$ cat config.mk
export PLATFORM = sky130hd
export DESIGN_NAME = shist_ctrl
export DESIGN_NICKNAME = d
export VERILOG_FILES = /design/src/sv/shist_pkg.sv /design/src/sv/shist_ctrl.sv
export SDC_FILE = /design/constraint.sdc
export NUM_CORES = 1
export LEC_CHECK = 0
export BUFFER_PORTS_ARGS = -buffer_cell sky130_fd_sc_hd__buf_2
export CORE_AREA = 2 2 39 41
export CTS_CLUSTER_DIAMETER = 60
export CTS_CLUSTER_SIZE = 40
export DETAILED_ROUTE_END_ITERATION = 10
export DIE_AREA = 0 0 41 43
export GPL_ROUTABILITY_DRIVEN = 0
export SYNTH_ARGS = -nofsm -noshare
export SYNTH_HDL_FRONTEND = slang
export SYNTH_SLANG_ARGS = --single-unit
export TNS_END_PERCENT = 1
$ cat constraint.sdc
create_clock -name clk_i -period 2.05 [get_ports clk_i]
set_input_delay 0.1025 -clock clk_i [delete_from_list [all_inputs] [get_ports clk_i]]
set_output_delay 0.1025 -clock clk_i [all_outputs]
set_load 0.02 [all_outputs]
$ cat src/sv/shist_pkg.sv
// Shared types, codes and constants for the saturating 3-D histogram.
`default_nettype none
package shist_pkg;

  localparam int COORD_W    = 16;
  localparam int SIZE_W     = 5;
  localparam int COUNT_W    = 32;
  localparam int MODE_W     = 2;
  localparam int CFG_IDX_W  = 3;
  localparam int CFG_DATA_W = 16;
  localparam int OFFS_W     = COORD_W + 1;
  localparam int PROD_W     = 2 * SIZE_W;
  // widest bin index sum with sizes up to 31: 30*961 + 30*31 + 30 < 2^15
  localparam int CALC_W     = 15;

  localparam logic [COUNT_W-1:0] LIMIT_8  = 32'd255;
  localparam logic [COUNT_W-1:0] LIMIT_16 = 32'd65535;
  localparam logic [COUNT_W-1:0] LIMIT_32 = 32'hFFFF_FFFF;

  typedef enum logic [2:0] {
    S_CLEAR,
    S_IDLE,
    S_OFFS,
    S_INDEX,
    S_READ,
    S_UPDATE
  } state_e;

  typedef enum logic [CFG_IDX_W-1:0] {
    REG_ORIGIN_X   = 3'd0,
    REG_ORIGIN_Y   = 3'd1,
    REG_ORIGIN_Z   = 3'd2,
    REG_SIZE_X     = 3'd3,
    REG_SIZE_Y     = 3'd4,
    REG_SIZE_Z     = 3'd5,
    REG_COUNT_MODE = 3'd6
  } cfg_reg_e;

  typedef enum logic [MODE_W-1:0] {
    MODE_DOUBLE  = 2'd0,
    MODE_COUNT8  = 2'd1,
    MODE_COUNT16 = 2'd2,
    MODE_COUNT32 = 2'd3
  } count_mode_e;

  typedef struct packed {
    logic capture;
    logic calc_offs;
    logic calc_idx;
    logic mem_rd;
    logic update;
    logic clr_wr;
  } dp_cmd_t;

  typedef struct packed {
    logic clr_last;
    logic out_free;
  } dp_sts_t;

endpackage
`default_nettype wire

$ cat src/sv/shist_ctrl.sv
// Sequencer of the histogram: clearing pass, then one beat at a time through the datapath.
`default_nettype none
module shist_ctrl import shist_pkg::*; (
  input  logic    clk_i,
  input  logic    rst_ni,
  input  logic    in_valid_i,
  output logic    in_ready_o,
  input  dp_sts_t sts_i,
  output dp_cmd_t cmd_o
);

  state_e state_q, state_d;

  always_ff @(posedge clk_i or negedge rst_ni) begin
    if (!rst_ni) begin
      state_q <= S_CLEAR;
    end else begin
      state_q <= state_d;
    end
  end

  always_comb begin
    state_d = state_q;
    case (state_q)
      S_CLEAR:  if (sts_i.clr_last) state_d = S_IDLE;
      S_IDLE:   if (in_valid_i) state_d = S_OFFS;
      S_OFFS:   state_d = S_INDEX;
      S_INDEX:  state_d = S_READ;
      S_READ:   state_d = S_UPDATE;
      S_UPDATE: if (sts_i.out_free) state_d = S_IDLE;
      default:  state_d = S_CLEAR;
    endcase
  end

  always_comb begin
    in_ready_o = 1'b0;
    cmd_o      = '0;
    case (state_q)
      S_CLEAR: cmd_o.clr_wr = 1'b1;
      S_IDLE: begin
        in_ready_o    = 1'b1;
        cmd_o.capture = in_valid_i;
      end
      S_OFFS:   cmd_o.calc_offs = 1'b1;
      S_INDEX:  cmd_o.calc_idx  = 1'b1;
      S_READ:   cmd_o.mem_rd    = 1'b1;
      S_UPDATE: cmd_o.update    = sts_i.out_free;
      default:  cmd_o = '0;
    endcase
  end

  a_clear_ends_at_last: assert property (@(posedge clk_i) disable iff (!rst_ni)
    (state_q == S_CLEAR && state_d != S_CLEAR) |-> sts_i.clr_last)
    else $error("clearing pass left early");

  a_offs_then_index: assert property (@(posedge clk_i) disable iff (!rst_ni)
    (state_q == S_OFFS) |=> (state_q == S_INDEX))
    else $error("offset stage not followed by index stage");

endmodule
`default_nettype wire

=== Word level (Yosys, flattened, before mapping) ===
Index checks and enable logic that the tools add are counted.

* Bits in registers: 3
* Input bits: 5
* Output and inout port bits: 7
* Logic and storage cells: 22

* Equal/unequal tests: 8
* Muxes and demuxes: 11
* Reductions and logical operators: 2

{| class="wikitable"
|+ Operators by type and width
! kind !! count
|-
| 3-bit case mux with 6 select lines || 1
|-
| 3-bit 2-to-1 mux || 3
|-
| 1-bit 2-to-1 mux || 7
|-
| 3-bit by 2-bit == test with 1-bit output, second input constant || 2
|-
| 3-bit == test, second input constant || 2
|-
| 2-bit inequality test, second input constant || 3
|-
| 3-bit by 1-bit == test with 1-bit output, second input constant || 1
|-
| 3-bit logical NOT || 1
|-
| 3-bit AND reduction || 1
|}

=== Logic depth before layout (Yosys ltp) ===
Gate-level depths: netlist of the first run.

* Depth after elaboration: 3
* Depth in mapped cells: 3

=== Worst setup path after synthesis of the first run ===
No wires, ideal clock.

* Kind: register to output
* Start: register state_q[1]
* End: output cmd_o[5] (netlist name)
* Arrival time: 1412 ps
* Required time: 1947 ps
* Slack: 536 ps
* Cell stages (with the launch flop): 4
* Cells stage by stage: dfrtp_1 -> buf_2 -> nor3b_1 -> and2_1

{| class="wikitable"
|+ RTL lines
! what !! line !! source
|-
| start, declared || shist_ctrl.sv:12 || <nowiki>state_e state_q, state_d;</nowiki>
|-
| start signal, assigned || shist_ctrl.sv:18 || <nowiki>state_q <= state_d;</nowiki>
|-
| end, declared || shist_ctrl.sv:9 || <nowiki>output dp_cmd_t cmd_o</nowiki>
|}

==> results by group, run 1 <==
Outcome
  • Outcome: completed

Clocking
  • Resize count post-CTS: 0
  • TritonCTS clock tree: built
  • Hold buffers post-CTS: 1
  • Clock root cell: clkbuf_4
  • Clock Sinks: 3
  • CTS clk-pin slew, worst paths: 0.04 ns
  • Setup Buffers After CTS: 0
  • Clock latency on the worst-skew pair: 0.23 ns
  • Total CTS buffers: 3
  • Bufs on Longest Clock Path: 2
  • # H-tree levels: 1

Detailed routing
  • Vias per cell: 3.962
  • M1 WL: 236 um
  • WL final: 472 um
  • DRC: 0
  • Post-route ant nets: 0
  • DR top layer: met3
  • Wire length on met2: 210 um
  • DRT iter0 DRCs: 2
  • Via count: 206
  • DR WL met3: 26 um
  • Router iterations before antenna repair: 4
  • Post-detailed-route wirelength per cell: 9.077 um

Worst setup path
  • Data arrival, critical path: 1.29 ns
  • CP Max Fanout: 12
  • CP Class: flop to output port
  • WP data required: 1.95 ns
  • Startpoint types: flop
  • Crit-path cells: nor3b_1, and2_1, buf_2
  • CP max stage delay: 0.49 ns
  • Critical path capture point type: output port
  • Worst path slowest cell: dfrtp_1

Synthesis
  • Distinct cells, synth: 17
  • Xor and xnor area share after synthesis: 0%
  • Area leader, netlist: dfrtp_1
  • Post-synth top area share: 37.27%
  • Synth area leaders: dfrtp_1 37%, nor3b_1 11%, nand3b_1 7.5%
  • Number of flops mapped to enable cells by yosys: 0
  • Post-synthesis cell area: 201.4 um^2
  • Asr flop ratio synth: 100.0%
  • Largest family of logic cells by synthesized area: simple AND/OR/NAND/NOR gates
  • Sequential area share after synthesis: 37.27%
  • Syn_nets: 28
  • Synth Area in Compound Gates: 13.04%
  • Main synth FF type: dfrtp_1
  • Adder-Cell Fraction of Synth Area: 0%
  • Commonest cells post-synth: 3 x dfrtp_1, 3 x nor3b_1, 2 x buf_2, 2 x nand3b_1
  • Portion of netlist area occupied by mux cells: 0%
  • #FFs+latches synth: 3
  • Syn_area_per_cell: 8.758 um^2
  • Post-Syn Instances: 23
  • Post-Synth Simple-Gate Area: 42.86%
  • Yosys warnings: 0

Power
  • Peak supply drop: 0.3007 mV
  • PD cells: 1620 mW/mm^2
  • Lkg Pwr: 0.1446 nW
  • Overall Power: 0.0004843 W

Cells and area
  • Area delta synth->final: 48.45%
  • N_diodes: 0
  • Post-Layout Cell Count: 52
  • Register name with the most flops: state_q
  • Final net count: 42
  • Share of post-route cells with drive strength above 1: 41.67%
  • Number of flip-flops in the largest register: 3
  • Final Util: 21.61%
  • Top Registers: state_q x3

Floorplanning
  • Die area: 0.001763 mm^2
  • Core area: 0.001384 mm^2
  • # IOs: 12
  • Die Height: 43 um
  • Starting Density: 14.56%
  • Rows: 14
  • DIE WIDTH: 41 um

Timing
  • Tcrit/Tclk final: 68.09%
  • Max frequency: 716.4 MHz
  • Worst slew pin tran: 0.2956 ns
  • Setup_tns: 0 ns
  • Crit path time final: 1.396 ns
  • RSZ-0062 raised after global routing: no
  • Slew headroom: 80.29%
  • Fin. Hold Viols: 0
  • Max-slew violations: 0
  • Final setup viols: 0
  • PnR worst setup slack: 0.6541 ns
  • Worst Skew: 0.004838 ns

Global routing
  • GRT Total Usage: 7.351%
  • Gr ovfl total: 0
  • Vias in the first global route: 180
  • Initial antenna violation count: 0
  • Largest net degree at the start of global routing: 13
  • First-pass GRT wire length: 807 um

Min path
  • Hold Path Class: primary input to flop

Placed design
  • Post-Place Cells: 47
  • Number of buffers added on ports: 11
  • Dpl ws: 0.7601 ns
  • Detail Placement HPWL: 341.9 um

Job
  • Number of max-cap violations: 0
cells in the final DEF, fill, tap and decap left out:
cell type	count
and2_1	1
a21bo_2	1
nand2b_1	1
a21oi_1	1
o22ai_1	1
or4_1	1
dfrtp_1	3
nor2_1	1
and3_1	1
o21ai_0	1
and4b_1	1
buf_2	11
dlygate4sd3_1	1
nor3b_1	3
clkbuf_1	1
nand3b_1	2
clkbuf_4	3
nand2_1	1
nor3_1	1
final timing paths:
kind | from | endpoint | slack (ns) | cells past startpoint
worst max-delay path | state_q[0]$_DFFE_PN0P_ | cmd_o[5] | 0.65 | 3
worst min-delay path | in_valid_i | state_q[1]$_DFFE_PN0P_ | 0.17 | 3
worst max register to register | state_q[1]$_DFFE_PN0P_ | state_q[0]$_DFFE_PN0P_ | 0.74 | 2
worst min register to register | state_q[2]$_DFFE_PN0P_ | state_q[1]$_DFFE_PN0P_ | 0.62 | 1
max in group asynchronous | rst_ni | state_q[0]$_DFFE_PN0P_ | 1.73 | 2
min in group asynchronous | rst_ni | state_q[1]$_DFFE_PN0P_ | 0.21 | 2
per-layer routing:
| layer | vias up | track usage, % |
|---|---|---|
| met1 | 91 | 9.740 |
| met4 | 0 | 6.000 |
| met3 | 0 | 4.712 |
| li1 | 109 | - |
| met2 | 6 | 7.813 |
| met5 | - | 0 |
worst max-delay path: cells and delay by family, from the launching register on:
family / cells / cell delay (ns)
buf+inv: 1 / 0.15
flops: 1 / 0.49
simple gates: 2 / 0.42
cell type report:
class,count,area [um^2]
fill,164,1085
multi-input combinational,17,112.6
sequential,3,75.07
timing repair buffer,12,65.06
clock buffer,4,26.28
tap,16,20.02
cell families after synthesis:
group / Yosys count
AO/OA/AOI/OAI: 4
buffers and inverters: 3
flip-flops: 3
AND/OR/NAND/NOR: 13
power breakdown:
part           switching [W]  internal [W]  total (W)
clock network      0.0000274     0.0000727   0.000100
registers          0.0000676     0.0000868   0.000154
logic               0.000124      0.000106   0.000230
total               0.000219      0.000265   0.000484
metrics by stage:
stage | area (um^2) | hold slack, ns
after floorplan | 201.4 | -0.1931
after global placement | 262.8 | -0.1002
after detailed placement | 262.8 | -0.1025
after CTS | 299.0 | 0.1640
after global routing | 299.0 | 0.1744
final | 299.0 | 0.1661
No activity file was read; power rests on OpenSTA's default activity.
==> inputs of run 2 (changes only) <==
Settings changed: ABC_AREA set to 1.
Clock period 2.05 ns to 1.2 ns, I/O delays scaled along.
==> results by group, run 2 <==
Power
  • Lkg Pwr: 0.2096 nW (+45%)
  • PD cells: 2827 mW/mm^2 (+75%)
  • Peak supply drop: 0.8302 mV (+180%)

Cells and area
  • Commonest non-fill, non-tap cells in the layout: 8 x nor2_1, 8 x buf_4, 4 x buf_2
  • Top Registers: state_q x3
  • Final net count: 59 (+40%)
  • Area delta synth->final: 65.53%
  • Final Util: 30.83% (+9.2 points)
  • Register name with the most flops: state_q
  • Share of post-route cells with drive strength above 1: 56.60% (+15 points)
  • Number of flip-flops in the largest register: 3 (unchanged)
  • Finished Cell Area: 426.7 um^2 (+43%)
  • N_diodes: 0 (unchanged)

Worst setup path
  • Worst path slowest cell: dfrtp_2
  • Worst Path Buf+Inv: 1 (unchanged)
  • CP max stage delay: 0.48 ns (about the same)
  • FF-to-FF path depth: 4 (+2)
  • Data arrival, critical path: 1.13 ns (-0.16 ns)
  • Reg-to-Reg End: state_q[0]$_DFFE_PN0P_
  • Critical path capture point type: output port
  • Crit-path cells: nor3_4, buf_6
  • Startpoint types: flop
  • Total stage count of the critical path: 2 (-1)
  • Worst reg2reg startpoint: state_q[0]$_DFFE_PN0P_
  • R2R setup slack: 0.08 ns (-0.66 ns)
  • CP Class: flop to output port
  • WP data required: 1.14 ns (-0.81 ns)
  • CP Max Fanout: 8 (-4)
  • Cell family with most CP delay: flip-flops

Synthesis
  • Synth area leaders: dfrtp_1 29%, nor2_1 13%, buf_6 8.7%
  • Commonest cells post-synth: 9 x nor2_1, 3 x dfrtp_1, 3 x inv_1, 3 x nand2_1
  • Area leader, netlist: dfrtp_1
  • Distinct cells, synth: 16 (-1)
  • Post-Syn Instances: 35 (+52%)
  • #FFs+latches synth: 3 (unchanged)
  • Asr flop ratio synth: 100.0% (unchanged)
  • Main synth FF type: dfrtp_1
  • Yosys warnings: 0 (unchanged)
  • Top-count cell post-synth: nor2_1
  • Post-synth top area share: 29.13% (-8.1 points)
  • Syn_nets: 40 (+43%)
  • Number of flops mapped to enable cells by yosys: 0 (unchanged)
  • Syn_area_per_cell: 7.364 um^2 (-16%)
  • Post-synthesis cell area: 257.7 um^2 (+28%)
  • Sequential area share after synthesis: 29.13% (-8.1 points)

Clocking
  • Clock root cell: clkbuf_4
  • CTS clk-pin slew, worst paths: 0.04 ns (about the same)
  • # H-tree levels: 1 (unchanged)
  • TritonCTS clock tree: built
  • Bufs on Longest Clock Path: 2 (unchanged)
  • Clock latency on the worst-skew pair: 0.24 ns (about the same)
  • Total CTS buffers: 3 (unchanged)
  • Clock Sinks: 3 (unchanged)

Timing
  • Final setup viols: 0 (unchanged)
  • Tcrit/Tclk final: 99.26%
  • Crit path time final: 1.191 ns
  • Slew headroom: 85.58% (+5.3 points)
  • Worst slew pin tran: 0.2164 ns (-0.07926 ns)
  • RSZ-0062 raised after global routing: yes
  • Max-slew violations: 0 (unchanged)
  • Fin. Hold Viols: 0 (unchanged)
  • Worst Skew: 0.004705 ns (-0.0001335 ns)
  • Max frequency: 839.5 MHz
  • Setup_tns: 0 ns (unchanged)

Detailed routing
  • DRT iter0 DRCs: 0 (-2)
  • Router iterations before antenna repair: 1 (-3)
  • Post-detailed-route wirelength per cell: 9.841 um (+8.4%)
  • WL final: 679 um (+44%)
  • Post-route ant nets: 0 (unchanged)
  • Vias per cell: 4.130 (+4.3%)
  • DRC: 0 (unchanged)
  • Via count: 285 (+38%)

Floorplanning
  • Die Height: 43 um (unchanged)
  • Die area: 0.001763 mm^2 (unchanged)
  • Rows: 14 (unchanged)
  • DIE WIDTH: 41 um (unchanged)
  • # IOs: 12 (unchanged)
  • Core area: 0.001384 mm^2 (unchanged)
  • Starting Density: 18.63% (+4.1 points)

Global routing
  • Vias in the first global route: 271 (+51%)
  • First-pass GRT wire length: 1083 um (+34%)
  • GRT Total Usage: 10.47% (+3.1 points)
  • Routing usage on met2: 13.44% (+5.6 points)
  • Met3 usage: 4.712% (unchanged)
  • Initial antenna violation count: 0 (unchanged)
  • Top Usage Layer GRT: met4
  • Gr ovfl total: 0 (unchanged)
  • GR Util met1: 10.06% (+0.32 points)
  • Largest net degree at the start of global routing: 9 (-4)

Placed design
  • Number of buffers added on ports: 11 (unchanged)
  • Placed Area: 310.3 um^2 (+18%)
  • Detail Placement HPWL: 407.7 um (+19%)

Min path
  • Hold Path Depth: 3 (unchanged)
  • Hold Path Class: primary input to flop
  • Min-Delay Endpoint: state_q[0]$_DFFE_PN0P_
  • Hold wc startpoint: sts_i[1]

Job
  • Number of max-cap violations: 0 (unchanged)

Outcome
  • Outcome: completed
-- run 2: cell types whose count changed after synthesis, moves of 2 or more --
cell,previous run,this run
buf_2,2,0
buf_6,0,2
inv_1,0,3
inv_2,0,2
nand2_1,1,3
nand3_1,0,2
nand4_1,0,2
nor2_1,1,9
nor2_2,0,2
nor3b_1,3,0
-- run 2: worst min-delay path, stage by stage --
cell and delay, ns:
buf_2 0.09, nor2_1 0.04, o21ai_1 0.11
-- run 2: kinds of logic after synthesis --
kind of cell           synth area share, %
buffers and inverters                18.45
DFF                                  29.13
and+or+nand+nor                      44.18
AOI/OAI and AO/OA                    8.252
-- run 2: metal layers --
metal,up-vias,share of wire (%)
li1,149,-
met1,126,39
met2,7,54
met3,3,2.5
met4,0,4.4
met5,-,0
-- run 2: power breakdown --
part / internal, W / switching, W / total (W)
Clock: 0.000125 / 0.0000638 / 0.000189
Combinational: 0.000358 / 0.000381 / 0.000740
Sequential: 0.000156 / 0.000122 / 0.000277
Total: 0.000639 / 0.000567 / 0.00121
-- run 2: worst max-delay path by stage --
stage / from / endpoint / slack (ns)
floorplan: state_q[0]$_DFFE_PN0P_ / state_q[1]$_DFFE_PN0P_ / 0.17
global placement: state_q[0]$_DFFE_PN0P_ / state_q[0]$_DFFE_PN0P_ / 0.16
detailed placement: state_q[2]$_DFFE_PN0P_ / state_q[0]$_DFFE_PN0P_ / 0.17
CTS: state_q[2]$_DFFE_PN0P_ / cmd_o[5] / -0.01
global route: state_q[0]$_DFFE_PN0P_ / cmd_o[0] / -0.04
finish: state_q[0]$_DFFE_PN0P_ / cmd_o[4] / 0.009
-- run 2: final cells by class --
cell class,count,area [um^2]
well taps,16,20.02
repair buffers,16,123.9
flip-flops and latches,3,78.83
inverters,6,30.03
multi-input cells,24,147.6
clock buffers,4,26.28
fillers,156,957.2
-- run 2: through the flow --
step	cells	setup WS [ns]	power [W]	hold WS (ns)
2_1_floorplan	35	0.1746	0.0006957	-0.2356
3_3_place_gp	60	0.1614	0.0007659	-0.1439
3_5_place_dp	60	0.1736	0.0007652	-0.1421
4_1_cts	68	-0.01204	0.001119	0.08852
5_1_grt	69	-0.04172	0.001299	0.1146
6_report	69	0.008870	0.001206	0.09444
-- run 2: what timing repair did --
action | 4_1_cts | 5_1_grt
hold buffers | 1 | 0
buffers inserted | 3 | 1
endpoints found under the setup margin | 7 | 7
resized for setup | 10 | 8
endpoints found under the hold margin | 3 | 0
pin swaps | 3 | 4
==> inputs of run 3 (changes only) <==
Settings changed: PLACE_DENSITY set to 0.46, RECOVER_POWER set to 50.
==> results by group, run 3 (synthesis gave the netlist of run 2 again) <==
Job
  • Number of max-cap violations: 0 (unchanged)

Worst setup path
  • CP dominant cell by count: buf_4
  • Worst reg2reg startpoint: state_q[0]$_DFFE_PN0P_
  • Crit-path cells: buf_4, nor2_1, buf_4
  • Worst path slowest cell: dfrtp_2
  • Critical path capture point type: output port
  • Reg-to-Reg End: state_q[2]$_DFFE_PN0P_
  • WP data required: 1.14 ns (about the same)
  • Cell family with most CP delay: flip-flops
  • Worst Path Buf+Inv: 2 (+1)
  • FF-to-FF path depth: 4 (unchanged)
  • CP Class: flop to output port
  • Data arrival, critical path: 1.13 ns (about the same)
  • R2R setup slack: 0.07 ns (about the same)
  • CP max stage delay: 0.48 ns (about the same)
  • CP Max Fanout: 6 (-2)
  • Startpoint types: flop

Detailed routing
  • DRT iter0 DRCs: 4 (+4)
  • DRC: 0 (unchanged)
  • Post-route ant nets: 0 (unchanged)
  • Router iterations before antenna repair: 3 (+2)
  • WL final: 695 um (+2.4%)
  • Post-detailed-route wirelength per cell: 9.929 um (+0.89%)
  • Via count: 299 (+4.9%)
  • Vias per cell: 4.271 (+3.4%)

Timing
  • Tcrit/Tclk final: 99.26% (about the same)
  • Fin. Hold Viols: 0 (unchanged)
  • Max frequency: 839.5 MHz (about the same)
  • RSZ-0062 raised after global routing: yes
  • Final setup viols: 0 (unchanged)
  • Slew headroom: 86.20% (+0.63 points)
  • Worst Skew: 0.003453 ns (-0.001252 ns)
  • Crit path time final: 1.191 ns (+0.000001780 ns)
  • Final hold slack: 0.1390 ns (+0.04457 ns)
  • Max-slew violations: 0 (unchanged)
  • Worst slew pin tran: 0.2069 ns (-0.009425 ns)
  • Setup_tns: 0 ns (unchanged)

Cells and area
  • Final net count: 60 (+1.7%)
  • Number of flip-flops in the largest register: 3 (unchanged)
  • Commonest non-fill, non-tap cells in the layout: 7 x buf_4, 6 x nor2_1, 5 x buf_6
  • N_diodes: 0 (unchanged)
  • Most common cell after layout, fill and taps aside: buf_4
  • Top Registers: state_q x3
  • Register name with the most flops: state_q
  • Share of post-route cells with drive strength above 1: 62.96% (+6.4 points)
  • Area delta synth->final: 77.67%

Global routing
  • Gr ovfl total: 0 (unchanged)
  • GRT Total Usage: 8.543% (-1.9 points)
  • Initial antenna violation count: 0 (unchanged)
  • Vias in the first global route: 247 (-8.9%)
  • First-pass GRT wire length: 979 um (-9.6%)
  • Largest net degree at the start of global routing: 7 (-2)

Min path
  • Min-Delay Endpoint: state_q[0]$_DFFE_PN0P_
  • Hold Path Class: primary input to flop
  • Hold wc startpoint: sts_i[1]
  • Hold Path Depth: 3 (unchanged)

Placed design
  • Detail Placement HPWL: 459.8 um (+13%)
  • Number of buffers added on ports: 11 (unchanged)

Outcome
  • Outcome: completed

Floorplanning
  • Core area: 0.001384 mm^2 (unchanged)
  • DIE WIDTH: 41 um (unchanged)
  • # IOs: 12 (unchanged)
  • Starting Density: 18.63% (unchanged)
  • Rows: 14 (unchanged)
  • Die area: 0.001763 mm^2 (unchanged)
  • Die Height: 43 um (unchanged)

Clocking
  • Clock Sinks: 3 (unchanged)
  • Total CTS buffers: 3 (unchanged)
  • Clock latency on the worst-skew pair: 0.24 ns (about the same)
  • CTS clk-pin slew, worst paths: 0.04 ns (about the same)
  • Bufs on Longest Clock Path: 2 (unchanged)
  • Clock root cell: clkbuf_4
  • # H-tree levels: 1 (unchanged)
  • TritonCTS clock tree: built

Power
  • Peak supply drop: 0.9563 mV (+15%)
  • Lkg Pwr: 0.2176 nW (+3.8%)
  • PD cells: 2850 mW/mm^2 (+0.82%)
==> run 3: how the worst max path moves through the flow <==
| stage | startpoint | to | slack (ns) | cells after the start |
|---|---|---|---|---|
| floorplan | state_q[0]$_DFFE_PN0P_ | state_q[1]$_DFFE_PN0P_ | 0.17 | 4 |
| global placement | state_q[2]$_DFFE_PN0P_ | state_q[0]$_DFFE_PN0P_ | 0.12 | 5 |
| detailed placement | state_q[2]$_DFFE_PN0P_ | state_q[0]$_DFFE_PN0P_ | 0.12 | 5 |
| CTS | state_q[0]$_DFFE_PN0P_ | cmd_o[3] | -0.01 | 4 |
| global route | state_q[0]$_DFFE_PN0P_ | cmd_o[3] | -0.04 | 4 |
| finish | state_q[0]$_DFFE_PN0P_ | cmd_o[2] | 0.009 | 3 |
==> run 3: area by class of cell <==
class | instances | area (um^2)
inverters | 6 | 30.03
multi-input cells | 24 | 165.2
flip-flops and latches | 3 | 78.83
repair buffers | 17 | 137.6
clock buffers | 4 | 26.28
fillers | 158 | 925.9
well taps | 16 | 20.02
==> run 3: where the power goes <==
group | switching, W | internal, W | total, W
sequential | 0.000115 | 0.000156 | 0.000271
combinational | 0.000442 | 0.000415 | 0.000856
clock | 0.0000535 | 0.000125 | 0.000178
==> run 3: per-layer routing <==
metal / part of all wire, % / up-vias / GRT usage (%)
met5: 0 / - / 0
met4: 0 / 0 / 4.000
met3: 5.8 / 0 / 4.712
met2: 50 / 8 / 12.19
met1: 44 / 142 / 10.00
li1: - / 149 / -
==> run 3: worst reg2reg max path, stage by stage (launching register included) <==
cell      delay [ns]
dfrtp_2         0.48
buf_6           0.16
buf_4           0.13
nand4_1         0.11
o221ai_1        0.12
==> run 3: metrics by stage <==
stage / setup slack [ns] / area (um^2) / std cells / total power [W] / util (%)
after floorplan: 0.1746 / 257.7 / 35 / 0.0006957 / -
after global placement: 0.1177 / 310.3 / 60 / 0.0007841 / 22.42
after detailed placement: 0.1242 / 310.3 / 60 / 0.0007813 / 22.42
after CTS: -0.01165 / 387.9 / 68 / 0.001100 / 28.03
after global routing: -0.03863 / 457.9 / 70 / 0.001411 / 33.09
final: 0.008868 / 457.9 / 70 / 0.001305 / 33.09
==> run 3: what timing repair did <==
action	CTS	global route
gates resized for setup	10	18
pin swaps	0	2
hold buffers	1	0
endpoints found under the setup margin	7	7
endpoints found under the hold margin	3	0
buffers inserted	3	2
